[src/hdl/ohl_pkg.sv]
// ohl_pkg: shared types and constants for the ordered handle list
// operation codes, sequencer states and the result struct
// no dependencies
package ohl_pkg;

    localparam int KIND_W   = 4;
    localparam int POS_W    = 8;
    localparam int HANDLE_W = 16;
    localparam int COUNT_W  = 5;
    // wide enough to compare a position against any entry count
    localparam int CMP_W    = POS_W + 1;

    typedef enum logic [KIND_W-1:0] {
        OP_INSERT        = 4'd0,
        OP_GET           = 4'd1,
        OP_DELETE_AT     = 4'd2,
        OP_DELETE_HANDLE = 4'd3,
        OP_CLEAR         = 4'd4,
        OP_CURSOR_RESET  = 4'd5,
        OP_CURRENT       = 4'd6,
        OP_NEXT          = 4'd7,
        OP_PREV          = 4'd8,
        OP_LENGTH        = 4'd9
    } op_t;

    typedef enum logic [2:0] {
        S_IDLE,
        S_START,
        S_READ,
        S_INS_SHIFT,
        S_INS_PUT,
        S_WALK,
        S_DONE
    } state_t;

    typedef struct packed {
        logic                valid;
        logic                ok;
        logic [HANDLE_W-1:0] handle;
        logic [COUNT_W-1:0]  count;
    } ohl_res_t;

endpackage

[src/hdl/ohl_if.sv]
// ohl_if: request and response channel interfaces for the handle list
// valid/ready handshake with the item payload
// depends on ohl_pkg
interface ohl_in_if;
    import ohl_pkg::*;

    logic                valid;
    logic                ready;
    logic [KIND_W-1:0]   kind;
    logic [POS_W-1:0]    position;
    logic [HANDLE_W-1:0] handle;

    modport source (output valid, output kind, output position, output handle, input ready);
    modport sink   (input valid, input kind, input position, input handle, output ready);
endinterface

interface ohl_out_if;
    import ohl_pkg::*;

    logic                valid;
    logic                ready;
    logic                ok;
    logic [HANDLE_W-1:0] handle_out;
    logic [COUNT_W-1:0]  count;

    modport source (output valid, output ok, output handle_out, output count, input ready);
    modport sink   (input valid, input ok, input handle_out, input count, output ready);
endinterface

[src/hdl/ohl_ram.sv]
// ohl_ram: generic single write port, single read port RAM
// read data is registered; no reset on contents
// no dependencies
module ohl_ram #(
    parameter int WIDTH = 16,
    parameter int DEPTH = 16,
    parameter int AW    = $clog2(DEPTH)
) (
    input  logic             clk,
    input  logic             we,
    input  logic [AW-1:0]    waddr,
    input  logic [WIDTH-1:0] wdata,
    input  logic [AW-1:0]    raddr,
    output logic [WIDTH-1:0] rdata
);

    logic [WIDTH-1:0] mem_reg [DEPTH];
    logic [WIDTH-1:0] rdata_reg;

    // write port and registered read port
    always_ff @(posedge clk)
    begin
        if (we)
        begin
            mem_reg[waddr] <= wdata;
        end
        rdata_reg <= mem_reg[raddr];
    end

    assign rdata = rdata_reg;

endmodule

[src/hdl/ohl_seq.sv]
// ohl_seq: sequencer for the handle list; walks the entry RAM one entry a cycle
// for insert shifts, delete shifts and handle search, and keeps count and cursor
// depends on ohl_pkg and ohl_if
module ohl_seq #(
    parameter int CAPACITY = 16,
    parameter int HW       = 16,
    parameter int AW       = $clog2(CAPACITY),
    parameter int CW       = $clog2(CAPACITY + 1)
) (
    input  logic             clk,
    input  logic             rst_n,
    ohl_in_if.sink           req,
    output ohl_pkg::ohl_res_t res,
    input  logic             res_ready,
    output logic             ram_we,
    output logic [AW-1:0]    ram_waddr,
    output logic [HW-1:0]    ram_wdata,
    output logic [AW-1:0]    ram_raddr,
    input  logic [HW-1:0]    ram_rdata
);
    import ohl_pkg::*;

    state_t            state_reg, state_next;
    op_t               kind_reg;
    logic [POS_W-1:0]  pos_reg;
    logic [HW-1:0]     h_reg;
    logic [CW-1:0]     count_reg, count_next;
    logic [AW-1:0]     cur_reg, cur_next;
    logic              cur_valid_reg, cur_valid_next;
    logic [AW-1:0]     src_reg, src_next;
    logic [AW-1:0]     p_reg, p_next;
    logic              found_reg, found_next;
    logic              ok_reg, ok_next;
    logic [HW-1:0]     hout_reg, hout_next;

    logic              accept;
    logic              pos_in_range;
    logic [AW-1:0]     ins_p;
    logic [AW-1:0]     last_idx;
    logic [CW-1:0]     count_minus;
    logic [CW-1:0]     cur_inc;
    logic              cur_ok;
    logic              list_full;
    logic              hit;
    logic              walk_last;
    logic [AW-1:0]     del_p;

    assign accept = req.valid && req.ready;

    // shared compare and address terms
    assign pos_in_range = CMP_W'(pos_reg) < CMP_W'(count_reg);
    assign ins_p        = pos_in_range ? AW'(pos_reg) : AW'(count_reg);
    assign count_minus  = count_reg - CW'(1);
    assign last_idx     = AW'(count_minus);
    assign cur_inc      = CW'(cur_reg) + CW'(1);
    assign cur_ok       = cur_valid_reg && (CW'(cur_reg) < count_reg);
    assign list_full    = count_reg == CW'(CAPACITY);
    assign hit          = (kind_reg == OP_DELETE_HANDLE) ? (ram_rdata == h_reg) : 1'b1;
    assign walk_last    = src_reg == last_idx;
    assign del_p        = found_reg ? p_reg : src_reg;

    // next state, datapath control and ram access
    always_comb
    begin
        state_next     = state_reg;
        count_next     = count_reg;
        cur_next       = cur_reg;
        cur_valid_next = cur_valid_reg;
        src_next       = src_reg;
        p_next         = p_reg;
        found_next     = found_reg;
        ok_next        = ok_reg;
        hout_next      = hout_reg;
        ram_we         = 1'b0;
        ram_waddr      = src_reg;
        ram_wdata      = ram_rdata;
        ram_raddr      = src_reg;
        req.ready      = 1'b0;
        res.valid      = 1'b0;
        res.ok         = ok_reg;
        res.handle     = HANDLE_W'(hout_reg);
        res.count      = COUNT_W'(count_reg);

        case (state_reg)
            S_IDLE:
            begin
                req.ready = 1'b1;
                if (req.valid)
                begin
                    state_next = S_START;
                end
            end

            S_START:
            begin
                ok_next    = 1'b0;
                hout_next  = '0;
                state_next = S_DONE;
                case (kind_reg)
                    OP_INSERT:
                    begin
                        if (h_reg != '0 && !list_full)
                        begin
                            ok_next = 1'b1;
                            p_next  = ins_p;
                            if (count_reg == '0)
                            begin
                                cur_next       = '0;
                                cur_valid_next = 1'b1;
                            end
                            else if (cur_valid_reg && cur_reg >= ins_p)
                            begin
                                cur_next = cur_reg + AW'(1);
                            end
                            // shift the tail up, last entry first
                            if (CW'(ins_p) < count_reg)
                            begin
                                ram_raddr  = last_idx;
                                src_next   = last_idx;
                                state_next = S_INS_SHIFT;
                            end
                            else
                            begin
                                state_next = S_INS_PUT;
                            end
                        end
                    end

                    OP_GET:
                    begin
                        if (pos_in_range)
                        begin
                            ok_next    = 1'b1;
                            ram_raddr  = AW'(pos_reg);
                            state_next = S_READ;
                        end
                    end

                    OP_DELETE_AT:
                    begin
                        if (pos_in_range)
                        begin
                            ram_raddr  = AW'(pos_reg);
                            src_next   = AW'(pos_reg);
                            found_next = 1'b0;
                            state_next = S_WALK;
                        end
                    end

                    OP_DELETE_HANDLE:
                    begin
                        if (count_reg != '0)
                        begin
                            ram_raddr  = '0;
                            src_next   = '0;
                            found_next = 1'b0;
                            state_next = S_WALK;
                        end
                    end

                    OP_CLEAR:
                    begin
                        ok_next        = 1'b1;
                        count_next     = '0;
                        cur_next       = '0;
                        cur_valid_next = 1'b0;
                    end

                    OP_CURSOR_RESET:
                    begin
                        cur_next       = '0;
                        cur_valid_next = count_reg != '0;
                        if (count_reg != '0)
                        begin
                            ok_next    = 1'b1;
                            ram_raddr  = '0;
                            state_next = S_READ;
                        end
                    end

                    OP_CURRENT:
                    begin
                        if (cur_ok)
                        begin
                            ok_next    = 1'b1;
                            ram_raddr  = cur_reg;
                            state_next = S_READ;
                        end
                    end

                    OP_NEXT:
                    begin
                        if (cur_ok)
                        begin
                            ok_next    = 1'b1;
                            ram_raddr  = cur_reg;
                            state_next = S_READ;
                            if (cur_inc >= count_reg)
                            begin
                                cur_valid_next = 1'b0;
                                cur_next       = '0;
                            end
                            else
                            begin
                                cur_next = cur_reg + AW'(1);
                            end
                        end
                    end

                    OP_PREV:
                    begin
                        if (cur_ok)
                        begin
                            ok_next    = 1'b1;
                            ram_raddr  = cur_reg;
                            state_next = S_READ;
                            if (cur_reg == '0)
                            begin
                                cur_valid_next = 1'b0;
                            end
                            else
                            begin
                                cur_next = cur_reg - AW'(1);
                            end
                        end
                    end

                    OP_LENGTH:
                    begin
                        ok_next = 1'b1;
                    end

                    default:
                    begin
                        ok_next = 1'b0;
                    end
                endcase
            end

            // single entry read for get and cursor operations
            S_READ:
            begin
                hout_next  = ram_rdata;
                state_next = S_DONE;
            end

            // move one entry up per cycle, overlapping read and write
            S_INS_SHIFT:
            begin
                ram_we    = 1'b1;
                ram_waddr = src_reg + AW'(1);
                ram_wdata = ram_rdata;
                if (src_reg == p_reg)
                begin
                    state_next = S_INS_PUT;
                end
                else
                begin
                    ram_raddr = src_reg - AW'(1);
                    src_next  = src_reg - AW'(1);
                end
            end

            S_INS_PUT:
            begin
                ram_we     = 1'b1;
                ram_waddr  = p_reg;
                ram_wdata  = h_reg;
                count_next = count_reg + CW'(1);
                state_next = S_DONE;
            end

            // search for the entry, then close the gap one entry per cycle
            S_WALK:
            begin
                if (!found_reg)
                begin
                    if (hit)
                    begin
                        found_next = 1'b1;
                        p_next     = src_reg;
                        hout_next  = ram_rdata;
                    end
                end
                else
                begin
                    ram_we    = 1'b1;
                    ram_waddr = src_reg - AW'(1);
                    ram_wdata = ram_rdata;
                end

                if (walk_last)
                begin
                    state_next = S_DONE;
                    if (found_reg || hit)
                    begin
                        ok_next    = 1'b1;
                        count_next = count_minus;
                        if (cur_valid_reg)
                        begin
                            if (cur_reg == del_p)
                            begin
                                if (CW'(del_p) >= count_minus)
                                begin
                                    cur_valid_next = 1'b0;
                                end
                            end
                            else if (cur_reg > del_p)
                            begin
                                cur_next = cur_reg - AW'(1);
                            end
                        end
                    end
                    else
                    begin
                        ok_next   = 1'b0;
                        hout_next = '0;
                    end
                end
                else
                begin
                    ram_raddr = src_reg + AW'(1);
                    src_next  = src_reg + AW'(1);
                end
            end

            S_DONE:
            begin
                res.valid = 1'b1;
                if (res_ready)
                begin
                    state_next = S_IDLE;
                end
            end

            default:
            begin
                state_next = S_IDLE;
            end
        endcase
    end

    // control state
    always_ff @(posedge clk or negedge rst_n)
    begin
        if (!rst_n)
        begin
            state_reg     <= S_IDLE;
            count_reg     <= '0;
            cur_reg       <= '0;
            cur_valid_reg <= 1'b0;
        end
        else
        begin
            state_reg     <= state_next;
            count_reg     <= count_next;
            cur_reg       <= cur_next;
            cur_valid_reg <= cur_valid_next;
        end
    end

    // item payload and walk registers
    always_ff @(posedge clk)
    begin
        if (accept)
        begin
            kind_reg <= op_t'(req.kind);
            pos_reg  <= req.position;
            h_reg    <= req.handle[HW-1:0];
        end
        src_reg   <= src_next;
        p_reg     <= p_next;
        found_reg <= found_next;
        ok_reg    <= ok_next;
        hout_reg  <= hout_next;
    end

`ifndef SYNTH
    // the cursor moves ahead of the count during an insert, so check between items
    a_cur_in_range: assert property (@(posedge clk) disable iff (!rst_n)
        (state_reg == S_IDLE && cur_valid_reg) |-> (CW'(cur_reg) < count_reg))
        else $error("cursor points past the last entry");

    a_count_bound: assert property (@(posedge clk) disable iff (!rst_n)
        count_reg <= CW'(CAPACITY))
        else $error("entry count above capacity");

    a_accept_start: assert property (@(posedge clk) disable iff (!rst_n)
        accept |=> (state_reg == S_START))
        else $error("accepted item did not start");

    a_done_hold: assert property (@(posedge clk) disable iff (!rst_n)
        (state_reg == S_DONE && !res_ready) |=> (state_reg == S_DONE && $stable(count_reg)))
        else $error("result dropped while stalled");

    a_no_write_idle: assert property (@(posedge clk) disable iff (!rst_n)
        (state_reg == S_IDLE || state_reg == S_DONE) |-> !ram_we)
        else $error("entry ram written outside an operation");
`endif

endmodule

[src/hdl/ordered_handle_list_with_cursor_top.sv]
// ordered_handle_list_with_cursor_top: ordered handle list with cursor
// instantiates the sequencer, the entry RAM and the response register
// depends on ohl_pkg, ohl_if, ohl_ram and ohl_seq
//
// Usage:
//   req carries one operation per item (kind, position, handle); rsp returns
//   exactly one item per request (ok, handle_out, count), in order.
//   req.ready is high only while the sequencer is idle. Clear, length and
//   unused codes need no RAM access, get and cursor operations read one
//   entry, insert moves each entry from the position to the end up by one,
//   delete at walks from the position to the end and delete by handle walks
//   the whole list: the RAM walk moves one entry per cycle. The next request
//   is accepted in the cycle after the response leaves the sequencer.
//   A response register sits between the sequencer and rsp, so a new request
//   is accepted while the previous response still waits. When rsp stalls
//   with the register full, the next finished response waits in the
//   sequencer and req.ready stays low.
//   Reset empties the list and leaves the cursor nowhere; the RAM contents
//   are not cleared and need no clearing pass.
module ordered_handle_list_with_cursor_top #(
    parameter int CAPACITY    = 16,
    parameter int HANDLE_BITS = 16
) (
    input  logic     clk,
    input  logic     rst_n,
    ohl_in_if.sink   req,
    ohl_out_if.source rsp
);
    import ohl_pkg::*;

    localparam int HW = (HANDLE_BITS < HANDLE_W) ? HANDLE_BITS : HANDLE_W;
    localparam int AW = $clog2(CAPACITY);
    localparam int CW = $clog2(CAPACITY + 1);

    ohl_res_t              res;
    logic                  res_ready;
    logic                  ram_we;
    logic [AW-1:0]         ram_waddr;
    logic [HW-1:0]         ram_wdata;
    logic [AW-1:0]         ram_raddr;
    logic [HW-1:0]         ram_rdata;

    logic                  out_valid_reg;
    logic                  out_ok_reg;
    logic [HANDLE_W-1:0]   out_handle_reg;
    logic [COUNT_W-1:0]    out_count_reg;

    ohl_seq #(
        .CAPACITY (CAPACITY),
        .HW       (HW),
        .AW       (AW),
        .CW       (CW)
    ) u_seq (
        .clk       (clk),
        .rst_n     (rst_n),
        .req       (req),
        .res       (res),
        .res_ready (res_ready),
        .ram_we    (ram_we),
        .ram_waddr (ram_waddr),
        .ram_wdata (ram_wdata),
        .ram_raddr (ram_raddr),
        .ram_rdata (ram_rdata)
    );

    ohl_ram #(
        .WIDTH (HW),
        .DEPTH (CAPACITY),
        .AW    (AW)
    ) u_ram (
        .clk   (clk),
        .we    (ram_we),
        .waddr (ram_waddr),
        .wdata (ram_wdata),
        .raddr (ram_raddr),
        .rdata (ram_rdata)
    );

    // response register loads when empty or being drained
    assign res_ready = !out_valid_reg || rsp.ready;

    always_ff @(posedge clk or negedge rst_n)
    begin
        if (!rst_n)
        begin
            out_valid_reg <= 1'b0;
        end
        else if (res_ready)
        begin
            out_valid_reg <= res.valid;
        end
    end

    always_ff @(posedge clk)
    begin
        if (res_ready && res.valid)
        begin
            out_ok_reg     <= res.ok;
            out_handle_reg <= res.handle;
            out_count_reg  <= res.count;
        end
    end

    assign rsp.valid      = out_valid_reg;
    assign rsp.ok         = out_ok_reg;
    assign rsp.handle_out = out_handle_reg;
    assign rsp.count      = out_count_reg;

endmodule

[src/flat_wrapper.sv]
// flat-port wrapper written by rule: the top's interface ports become plain ports
module ordered_handle_list_with_cursor_top_flat import ohl_pkg::*;
#(
    parameter int CAPACITY    = 16,
    parameter int HANDLE_BITS = 16
)
  (clk, rst_n, req_valid, req_kind, req_position, req_handle, req_ready, rsp_valid, rsp_ok, rsp_handle_out, rsp_count, rsp_ready);
  ohl_in_if req_i ();
  ohl_out_if rsp_i ();
  input  logic clk;
  input  logic rst_n;
  input wire logic [$bits(req_i.valid)-1:0] req_valid;
  input wire logic [$bits(req_i.kind)-1:0] req_kind;
  input wire logic [$bits(req_i.position)-1:0] req_position;
  input wire logic [$bits(req_i.handle)-1:0] req_handle;
  output wire logic [$bits(req_i.ready)-1:0] req_ready;
  output wire logic [$bits(rsp_i.valid)-1:0] rsp_valid;
  output wire logic [$bits(rsp_i.ok)-1:0] rsp_ok;
  output wire logic [$bits(rsp_i.handle_out)-1:0] rsp_handle_out;
  output wire logic [$bits(rsp_i.count)-1:0] rsp_count;
  input wire logic [$bits(rsp_i.ready)-1:0] rsp_ready;
  assign req_i.valid = req_valid;
  assign req_i.kind = req_kind;
  assign req_i.position = req_position;
  assign req_i.handle = req_handle;
  assign req_ready = req_i.ready;
  assign rsp_valid = rsp_i.valid;
  assign rsp_ok = rsp_i.ok;
  assign rsp_handle_out = rsp_i.handle_out;
  assign rsp_count = rsp_i.count;
  assign rsp_i.ready = rsp_ready;
  ordered_handle_list_with_cursor_top #(.CAPACITY(CAPACITY), .HANDLE_BITS(HANDLE_BITS)) u_core (.clk(clk), .rst_n(rst_n), .req(req_i), .rsp(rsp_i));
endmodule
[config.mk]
export PLATFORM = sky130hd
export DESIGN_NAME = ordered_handle_list_with_cursor_top_flat
export DESIGN_NICKNAME = d
export VERILOG_FILES = /design/src/hdl/ohl_pkg.sv /design/src/hdl/ohl_if.sv /design/src/hdl/ohl_ram.sv /design/src/hdl/ohl_seq.sv /design/src/hdl/ordered_handle_list_with_cursor_top.sv /design/src/flat_wrapper.sv
export SDC_FILE = /design/constraint.sdc
export NUM_CORES = 1
export LEC_CHECK = 0
export ABC_CLOCK_PERIOD_IN_PS = 4600
export BUFFER_PORTS_ARGS = -buffer_cell sky130_fd_sc_hd__buf_2
export CAP_MARGIN = 20
export CORE_MARGIN = 2
export CORE_UTILIZATION = 55
export CTS_CLUSTER_SIZE = 14
export DETAILED_ROUTE_END_ITERATION = 16
export PLACE_DENSITY = 0.76
export SLEW_MARGIN = 25
export SYNTH_ARGS = -nofsm -noshare
export SYNTH_HDL_FRONTEND = slang
export SYNTH_HIERARCHICAL = 1
export SYNTH_SLANG_ARGS = --single-unit
[constraint.sdc]
create_clock -name clk -period 4.6 [get_ports clk]
set_clock_uncertainty 0.05 [all_clocks]
set_input_delay 0.69 -clock clk [delete_from_list [all_inputs] [get_ports clk]]
set_output_delay 0.69 -clock clk [all_outputs]
set_load 0.1 [all_outputs]
# --- Yosys cells after proc, flatten, opt, wreduce, memory -nomap -nowiden ---
# Memory sizes are Yosys's and may differ from the RTL's. A register that Yosys moved wholly into a read port is not among the register bits.
# Index checks and enable logic that the tools add are counted.
totals:
  latch_bits: 0
  input_bits: 32
  ramBits: 256
  out_inout_bits: 24
  romBits: 0
  mem_count: 1
  reg_bits: 90
  word_cells: 203
mem_list:
  columns: ["name", "words", "width", "read_ports", "rd_ports_with_merged_regs", "write_ports", "line", "rtl"]
  rows:
  - ["u_core.u_ram.mem_reg", 16, 16, 1, 1, 1, "ohl_ram.sv:17", "logic [WIDTH-1:0] mem_reg [DEPTH];"]
classes:
  n_mux: 91
  n_eq_ne: 47
  order_cmp: 7
  bitwise: 0
  shifts: 0
  n_mul: 0
  reduce_logical: 34
  n_addsub: 7
  div_mod_pow: 0
op_table:
  columns: ["op", "count"]
  rows:
  - ["$mux W4", 26]
  - ["$mux W16", 5]
  - ["$pmux W16 S3", 1]
  - ["$pmux W4 S3", 4]
  - ["$pmux W3 S6", 2]
  - ["$pmux W4 S4", 2]
  - ["$mux W1", 27]
  - ["$mux W3", 9]
  - ["$ne A3 B3 Y1 const B", 9]
  - ["$ne A2 B2 Y1 const B", 10]
  - ["$eq A16 B16 Y1", 1]
  - ["$eq A4 B3 Y1 const B", 4]
  - ["$pmux W4 S2", 2]
  - ["$reduce_bool A16 Y1", 1]
  - ["$mux W5", 3]
  - ["$pmux W5 S3", 1]
  - ["$eq A4 B4 Y1", 3]
  - ["$reduce_and A12 Y1", 1]
  - ["$reduce_and A4 Y1", 3]
  - ["$reduce_or A2 Y1", 6]
  - ["$lt A4 B5 Y1", 2]
  - ["$pmux W1 S2", 5]
  - ["$pmux W1 S5", 2]
  - ["$reduce_and A10 Y1", 1]
  - ["other kinds (36)", 56]

# --- Logic depth before layout (Yosys ltp) ---
# Gate-level depths: netlist (run 1).
logic_depth:
  ltp_word: 9
  ltp_mapped: 22

# --- Cells and area by module ---
# The synthesis (run 1) kept the hierarchy.
modules_own_cells:
  columns: ["module", "n_inst", "cells_per_inst", "area_each_um2", "seq_area_each_um2"]
  rows:
  - ["ohl_ram", 1, 432, 10042.1, 8007.7]
  - ["ohl_seq", 1, 572, 5327.6, 1946.9]
  - ["ordered_handle_list_with_cursor_top", 1, 26, 714.4, 685.7]

# --- Worst setup path after synthesis (run 1) ---
# OpenSTA, ideal clock, no wires.
synth_path:
  path_kind: "register -> register"
  startpoint: "register u_core.u_seq.count_reg[3]"
  endpoint: "register u_core.u_ram.rdata_reg[13], in the netlist u_core/u_ram/rdata[13], read port of u_core.u_ram.mem_reg"
  period_less_slack_ns: 4.877
  arrival_time_ns: 4.707
  path_slack_ns: -0.277
  setup_ns: 0.120
  stages_incl_launch_ff: 23
  n_path_buf: 4
  path_cell_list: "dfrtp_1 -> buf_2 -> inv_1 -> ha_1 -> a21oi_1 -> a21oi_1 -> nor2_2 -> mux2i_1 -> inv_1 -> ha_1 -> a211o_1 -> o211ai_1 -> and3_1 -> clkbuf_1 -> nand2_1 -> o311ai_1 -> o21ai_1 -> a221oi_1 -> buf_2 -> clkbuf_1 -> mux4_2 -> a22oi_1 -> nand2_1"
synth_between:
  elab_chain_len: 7
  elab_cells_between_ends: 19
synth_lines:
  columns: ["element", "line", "rtl"]
  rows:
  - ["start, declared", "ohl_seq.sv:27", "logic [CW-1:0] count_reg, count_next;"]
  - ["start signal, assigned", "ohl_seq.sv:356", "count_reg <= count_next;"]
  - ["$lt A8 B5 Y1", "ohl_seq.sv:51", "assign pos_in_range = CMP_W'(pos_reg) < CMP_W'(count_reg);"]
  - ["$mux W4", "ohl_seq.sv:52", "assign ins_p = pos_in_range ? AW'(pos_reg) : AW'(count_reg);"]
  - ["$lt A4 B5 Y1", "ohl_seq.sv:116", "if (CW'(ins_p) < count_reg)"]
  - ["$mux W4", null, null]
  - ["$mux W4", "ohl_seq.sv:102", "if (h_reg != '0 && !list_full)"]
  - ["$pmux W4 S4", "ohl_seq.sv:99", "case (kind_reg)"]
  - ["$pmux W4 S3 *", "ohl_seq.sv:84", "case (state_reg)"]
  - ["net u_core.ram_raddr[1]", "ordered_handle_list_with_cursor_top.sv:40", "logic [AW-1:0] ram_raddr;"]
  - ["end, declared", "ohl_ram.sv:18", "logic [WIDTH-1:0] rdata_reg;"]
# The timed path passes the listed nets; every way through them passes the cells marked *.
# A chain may end at the register's enable or synchronous reset.

# --- Final worst setup path (run 1) ---
layout_path:
  startpoint: "register u_core.u_seq.count_reg[4]"
  endpoint: "register u_core.u_ram.rdata_reg[12], in the netlist u_core/u_ram/rdata[12], read port of u_core.u_ram.mem_reg"
layout_between:
  elab_chain_len: 7
  elab_cells_between_ends: 16
layout_lines:
  columns: ["element", "line"]
  rows:
  - ["$lt A8 B5 Y1", "ohl_seq.sv:51"]
  - ["$mux W4", "ohl_seq.sv:52"]
  - ["$lt A4 B5 Y1", "ohl_seq.sv:116"]
  - ["$mux W4", null]
  - ["$mux W4", "ohl_seq.sv:102"]
  - ["$pmux W4 S4 *", "ohl_seq.sv:99"]
  - ["$pmux W4 S3 *", "ohl_seq.sv:84"]
  - ["net u_core.ram_raddr[1]", "ordered_handle_list_with_cursor_top.sv:40"]
# Marks and branches as above.

==> metrics.md, run 1 <==
| Metric | Value |
|---|---|
| Final worst slack | -0.0891 ns |
| R2r setup slk | -0.09 ns |
| Share of the synthesized area in the top cell type | 0.620 |
| Antenna violations before repair | 0 |
| Synthesized flop and latch total | 362 |
| Fin. Hold Viols | 0 |
| CTS clk-pin slew, worst paths | about 0.070 ns |
| Xor/xnor share of the synthesized area | 0.0205 |
| Pins over their slew limit | 0 |
| Mux contribution to synthesized area | 0.110 |
| Row count | between 60 and 70 |
| Area growth from synthesis to layout | 21.4% |
| Slew margin rel. | 0.291 |
| Share of layout cells above drive strength 1 | 0.330 |
| WP data required | between 4 and 5 ns |
| Main synth FF type | edfxtp_1 |
| GPL Wtd Cong | 0.981 |
| Element type at the critical path end | flop |
| MaxCap Viol Count | 0 |
| Final #Nets | approximately 1300 |
| Avg Cell Area, Syn | between 15 and 20 um2 |
| Ant diodes | 0 |
| I/O pin total | 56 |
| Final worst-path cycle share | 1.02 |
| Worst-skew pair later-pin latency | ~0.54 ns |
| Ys Warns | 6 |
| Setup WS pre-CTS | -0.404 ns |
| Startpoint types | flop |
| Leading area contributor after synthesis | edfxtp_1 |
| WL final | between 40 and 50 mm |
| H-Tree Depth | 2 |
| Dpl hpwl | approximately 27 mm |
| Reg2Reg Depth | 22 |
| Die H | 175 um |
| Synth Instances | just over 1000 |
| Leakage | 6.85 nW |
| Sequential element share of the synthesized area | 0.662 |
| Setup violators final | 5 |
| Clk sink count | between 300 and 400 |
| Worst Max-Slew Pin Slew | between 1 and 1.5 ns |
| Tot Pwr | 17.0 mW |
| Vias/cell | between 6 and 7 |
| Detail Route Antenna Nets | 0 |
| Failing checks | setup timing |
| Syn_nets | around 1100 |
| CTS root buf | clkbuf_16 |
| Simple-gate share of the synthesized area | 0.0665 |
| First drt pass iteration count | 5 |
| Status | finished, violations left |
| Async SR Flop Fraction | 0.0387 |
| CTS tree | yes |
| WP data arrival | about 5 ns |
| Total gr overflow | 0 |
| Worst ir drop on vdd | about 460 uV |
| Post-Syn Area | ~16000 um2 |
| Drt wl/cell | ~27 um |
| I/O Buffers | between 50 and 60 |
| Reg2reg end | u_core/u_ram/rdata[12] |
| Vias in the first global route | roughly 10000 |
| Fin cells | between 1500 and 2000 |
| Max reg flops | between 200 and 300 |
| Iteration-0 DRC Markers | between 1500 and 2000 |
| # fillers | ~1800 |
| Multi-input logic area | ~5400 um2 |
| Crit path max fanout | 7 |
| Post-synthesis compound-gate area fraction | 0.0916 |
| DR vias | 10700 |
| CTS max path bufs | 3 |
| Starting density of the core | 0.559 |
| Synth cell types | between 70 and 80 |
| Storage cell area | 10600 um2 |
| Final min period | ~4.7 ns |
| Global-route wire length before repair | between 60 and 70 mm |
| Core area | about 29000 um2 |
| Maximum clock frequency | about 210 MHz |
| Combinational family with the most area after synthesis | multiplexers |
| Number of synthesized flops with an enable pin | about 330 |
| DP Cell Count | approximately 1500 |
| # DRC | 0 |
| Setup CP Type | reg2reg |
| Unrepaired setup endpoints after global routing | true |
| Pwr/cell area | about 870 nW/um2 |
| Hold buffers post-CTS | 0 |
| Full die area | slightly above 30000 um2 |
| Worst r2r src | u_core/u_seq/count_reg[4] |
| Die X | roughly 180 um |
| Synth area leaders | edfxtp_1 (62%), mux4_2 (7.6%), ha_1 (2.6%), dfrtp_1 (2.2%), dfxtp_1 (2.0%) |
| Hold crit path type | in2async |
| Tot GR Track Use | 0.280 |
| CTS Buf Count | 37 |
| Largest net degree at the start of global routing | 30 |
| Area share of fa/ha/maj cells after synthesis | 0.0264 |
## Yosys cell counts (all sizes together) (24+ instances only)
master	number
inv	28
a22oi	35
o21ai	42
nor2	46
a21oi	38
nand2	59
xnor2	27
nor3	24
clkbuf	31
edfxtp	332
ha	34
mux4	64
## stage by stage
step | TNS, ns | hold WS (ns) | util | instance area (um2)
after floorplan | 0 | 0.344 | - | 16100
after global placement | -3.00 | 0.382 | 0.611 | 17600
after detailed placement | -5.01 | 0.376 | 0.611 | 17600
after CTS | -0.0139 | 0.0362 | 0.663 | 19100
after global routing | -2.62 | 0.0532 | 0.679 | 19500
final | -0.171 | 0.0327 | 0.679 | 19500
## worst max-delay path: stages, from the launching register on
cell and delay [ns]:
dfrtp_1 0.35, inv_1 0.07, ha_2 0.19, nor4_4 0.25
o21ai_2 0.14, nor2_4 0.23, mux2i_2 0.27, inv_1 0.11
ha_4 0.28, nand4b_1 0.11, a211o_1 0.27, and3_4 0.21
buf_6 0.12, a211o_1 0.28, o311ai_4 0.08, o21ai_2 0.10
a221oi_4 0.30, buf_12 0.21, buf_12 0.14, mux4_2 0.31
a22oi_1 0.27, buf_4 0.15, nand2_1 0.06
## area by class of cell
class,instances,share of cell area
repair buffers,193,0.0845
flip-flops and latches,362,0.545
clock inverters,14,0.00794
well taps,384,0.0246
clock buffers,54,0.0538
multi-input cells,586,0.279
inverters,28,0.00538
## how the worst max path moves through the flow
stage | slack, ns | start | end
2_1_floorplan | 0.005 | u_core/u_seq/count_reg[4] | u_core/u_ram/rdata[13]
3_3_place_gp | -0.36 | u_core/u_seq/count_reg[4] | u_core/u_ram/rdata[12]
3_5_place_dp | -0.40 | u_core/u_seq/count_reg[4] | u_core/u_ram/rdata[8]
4_1_cts | -0.007 | u_core/u_seq/count_reg[3] | u_core/u_ram/rdata[12]
5_1_grt | -0.29 | u_core/u_seq/pos_reg[4] | u_core/u_ram/rdata[12]
6_report | -0.09 | u_core/u_seq/count_reg[4] | u_core/u_ram/rdata[12]
## layer usage
| metal | share of wire | wire length [um] | vias up | global-route usage |
|---|---|---|---|---|
| met4 | 0.026 | 1150 | 0 | 0.0698 |
| met2 | 0.47 | 20900 | 782 | 0.442 |
| met1 | 0.39 | 17000 | 5356 | 0.407 |
| li1 | - | - | 4483 | - |
| met5 | 0 | 0 | - | 0 |
| met3 | 0.12 | 5130 | 106 | 0.0513 |
## cell families (layout without fill, tap and decap cells)
family,after synthesis,in the layout
xor+xnor,36,36
flops,362,362
compound gates,213,213
simple gates,212,212
buf+inv,82,289
fa+ha+maj,34,34
mux,91,91
## repair_timing
item | 4_1_cts | 5_1_grt
pin swaps | 9 | 38
cloned | 1 | 3
setup endpoints to repair | 16 | 16
gates resized for setup | 29 | 54
buffers inserted | 13 | 22
## power by group
group          internal, mW  switching, mW
Clock                  1.72           1.25
Combinational          3.74           4.95
Sequential             4.85          0.486
Total                  10.3           6.69
## layout by cell type (no fill, tap or decap), drive strengths merged, types with 4 or more instances in the layout
cell,count
inv,31
a22oi,35
o211ai,4
nand2,59
nand2b,13
mux4,64
a221oi,6
a22o,18
ha,34
edfxtp,332
nor3,24
xor2,8
and2,5
nor2,46
a21oi,38
nand4,10
nand3,14
dfxtp,16
mux2i,7
nor2b,8
a31oi,12
xnor2,27
a21o,6
o22ai,6
a211oi,6
and3,7
clkinv,8
clkbuf,57
mux2,20
o21ai,42
a211o,4
buf,190
dfrtp,14
nor4,12
nand3b,4
Power figures use the tool's default switching activity.
==> run 2, diff against run 1 <==
--- a/config.mk
+++ b/config.mk
@@ -5,14 +5,14 @@
 export SDC_FILE = /design/constraint.sdc
 export NUM_CORES = 1
 export LEC_CHECK = 0
-export ABC_CLOCK_PERIOD_IN_PS = 4600
+export ABC_CLOCK_PERIOD_IN_PS = 5600
 export BUFFER_PORTS_ARGS = -buffer_cell sky130_fd_sc_hd__buf_2
 export CAP_MARGIN = 20
 export CORE_MARGIN = 2
 export CORE_UTILIZATION = 55
 export CTS_CLUSTER_SIZE = 14
 export DETAILED_ROUTE_END_ITERATION = 16
-export PLACE_DENSITY = 0.76
+export PLACE_DENSITY = 0.73
 export SLEW_MARGIN = 25
 export SYNTH_ARGS = -nofsm -noshare
 export SYNTH_HDL_FRONTEND = slang
==> constraint.sdc (replaced) <==
create_clock -name clk -period 5.6 [get_ports clk]
set_clock_uncertainty 0.05 [all_clocks]
set_input_delay 0.84 -clock clk [delete_from_list [all_inputs] [get_ports clk]]
set_output_delay 0.84 -clock clk [all_outputs]
set_load 0.1 [all_outputs]
==> run 2 against run 1 <==
  * The flow now finishes without violations
  * Worst setup slack better by 0.46 ns
  * Combinational power down 40%
  * Global-route usage down 1.7 points
  * Flip-flop and latch count unchanged
  * First-iteration DRC count down 16%
  * Cell count down 6.1%
  * Fmax down 10%
  * Sequential share of layout area up 3.9 points
  * Non-clock buffer count down 101
  * Die area unchanged
  * Critical path type unchanged
  * Largest power group unchanged
==> metrics.md, run 2 (synthesized netlist as in run 1, its figures left out) <==
| Metric | Value |
|---|---|
| Element type at the critical path end | flop |
| CTS max path bufs | 3 |
| I/O pin total | between 50 and 60 |
| Post-cts sizing count | 0 |
| Final min period | 5.23 ns |
| Pins over their slew limit | 0 |
| Pint | around 7.5 mW |
| Worst Max-Slew Pin Slew | roughly 1 ns |
| H-Tree Depth | 2 |
| I/O Buffers | 55 |
| Iteration-0 DRC Markers | around 1400 |
| CTS root buf | clkbuf_16 |
| Post-CTS Setup Inserts | 0 |
| Full die area | 30600 um2 |
| Reg2Reg Depth | 19 |
| Worst ir drop on vdd | 430 uV |
| Seq pwr share | 0.363 |
| Global-route wire length before repair | between 50 and 60 mm |
| Multi-input logic area | 5120 um2 |
| Status | complete, no violations |
| Leakage | between 6 and 7 nW |
| Final #Nets | 1174 |
| Row count | between 60 and 70 |
| Detail Route Antenna Nets | 0 |
| Critical Path Source | u_core/u_seq/count_reg[4] |
| Crit path max fanout | 64 |
| CTS clk-pin slew, worst paths | 0.06 ns |
| GPL Wtd Cong | around 0.95 |
| Drt wl/cell | between 20 and 30 um |
| Hold buffers post-CTS | 0 |
| Unrepaired setup endpoints after global routing | false |
| Maximum clock frequency | around 190 MHz |
| # fillers | ~2000 |
| Hold crit path type | in2async |
| Die X | ~180 um |
| Die H | 175 um |
| Vias in the first global route | 9997 |
| WP data arrival | 5.59 ns |
| Worst r2r src | u_core/u_seq/count_reg[4] |
| Logic pwr share | 0.425 |
| Core area | ~29000 um2 |
| Area growth from synthesis to layout | 13.4% |
| Clk sink count | 362 |
| Net switching power | between 4 and 5 mW |
| Vias/cell | between 6 and 7 |
| End of the critical path | u_core/u_ram/rdata[7] |
| MaxCap Viol Count | 0 |
| Total gr overflow | 0 |
| Pwr/cell area | 668 nW/um2 |
| Starting density of the core | 0.559 |
| Setup WS pre-CTS | 0.509 ns |
| Storage cell area | about 11000 um2 |
| CTS Buf Count | 38 |
| Setup CP Type | reg2reg |
| Fin. Hold Viols | 0 |
| First drt pass iteration count | 6 |
| CTS tree | yes |
| Largest net degree at the start of global routing | 65 |
| Dpl hpwl | ~24 mm |
| Setup violators final | 0 |
| Antenna violations before repair | 0 |
| Setup Total Neg Slack | 0 ns |
| Commonest non-fill, non-tap cells in the layout | edfxtp_1 (332), nand2_1 (59), buf_2 (55), mux4_2 (54), nor2_1 (44) |
| Max reg flops | ~260 |
| DR vias | slightly below 10000 |
| # DRC | 0 |
| Reg2reg end | u_core/u_ram/rdata[7] |
| WL final | about 39 mm |
| Startpoint types | flop |
| Final worst-path cycle share | 0.934 |
| Tot GR Track Use | 0.263 |
| Share of layout cells above drive strength 1 | 0.212 |
| Worst-skew pair later-pin latency | roughly 0.53 ns |
| WP data required | 5.96 ns |
| Tot Pwr | 12.2 mW |
| Final worst slack | 0.368 ns |
| Switching Share | 0.385 |
| R2r setup slk | 0.37 ns |
| Commonest non-fill, non-tap cell in the layout | edfxtp_1 |
| Slew margin rel. | 0.325 |
| Clock power share | 0.211 |
-- run 2: metal layers --
layer  vias up  global-route usage  part of all wire
li1       4297                   -                 -
met1      4937               0.371              0.40
met2       601               0.402              0.46
met3        88              0.0672              0.11
met4         0              0.0903             0.031
met5         -                   0                 0
-- run 2: power groups by stage --
stage / sequential [mW] / clock, mW / combinational (mW)
final: 4.43 / 2.58 / 5.18
after global routing: 4.48 / 2.72 / 5.62
after CTS: 4.41 / 2.61 / 5.15
after detailed placement: 4.46 / 0 / 5.11
after global placement: 4.43 / 0 / 5.00
after floorplan: 4.56 / 0 / 3.58
-- run 2: worst max-delay path, stage by stage (launching register included) --
cell      delay, ns
dfrtp_1        0.34
inv_1          0.11
ha_1           0.23
nor4_1         0.36
o21ai_1        0.26
nor2_2         0.27
mux2i_1        0.42
inv_1          0.09
ha_1           0.20
a211o_1        0.29
o211ai_1       0.10
and3_1         0.31
nand2_1        0.12
o311ai_1       0.31
o21ai_1        0.16
a221oi_4       0.28
buf_12         0.37
mux4_1         0.37
a22oi_1        0.32
nand2_1        0.09
-- run 2: worst min path at each step --
stage / from / end / slack, ns / depth (start not counted)
after floorplan: u_core/u_seq/count_reg[2] / u_core/rsp.count[2] / 0.37 / 0
after global placement: u_core/u_seq/ok_reg / u_core/rsp.ok / 0.39 / 0
after detailed placement: u_core/u_seq/ok_reg / u_core/rsp.ok / 0.39 / 0
after CTS: rst_n / u_core/u_seq/count_reg[0] / 0.18 / 1
after global routing: rst_n / u_core/u_seq/cur_reg[1] / 0.21 / 1
final: rst_n / u_core/u_seq/count_reg[0] / 0.18 / 1
-- run 2: layout make-up --
type	count	share of cell area
inverter	28	0.00576
sequential	362	0.584
multi-input combinational	586	0.281
tap	384	0.0264
clock inverter	19	0.0139
clock buffer	50	0.0569
antenna	1	0.000137
timing repair buffer	92	0.0324
-- run 2: stage by stage --
stage | std cells | utilization | instance area, um2 | hold WS [ns]
global route | 1521 | 0.633 | 18200 | 0.206
detailed placement | 1452 | 0.588 | 16900 | 0.392
floorplan | 1030 | - | 16100 | 0.370
finish | 1522 | 0.634 | 18200 | 0.178
CTS | 1521 | 0.633 | 18200 | 0.181
global placement | 1452 | 0.588 | 16900 | 0.389
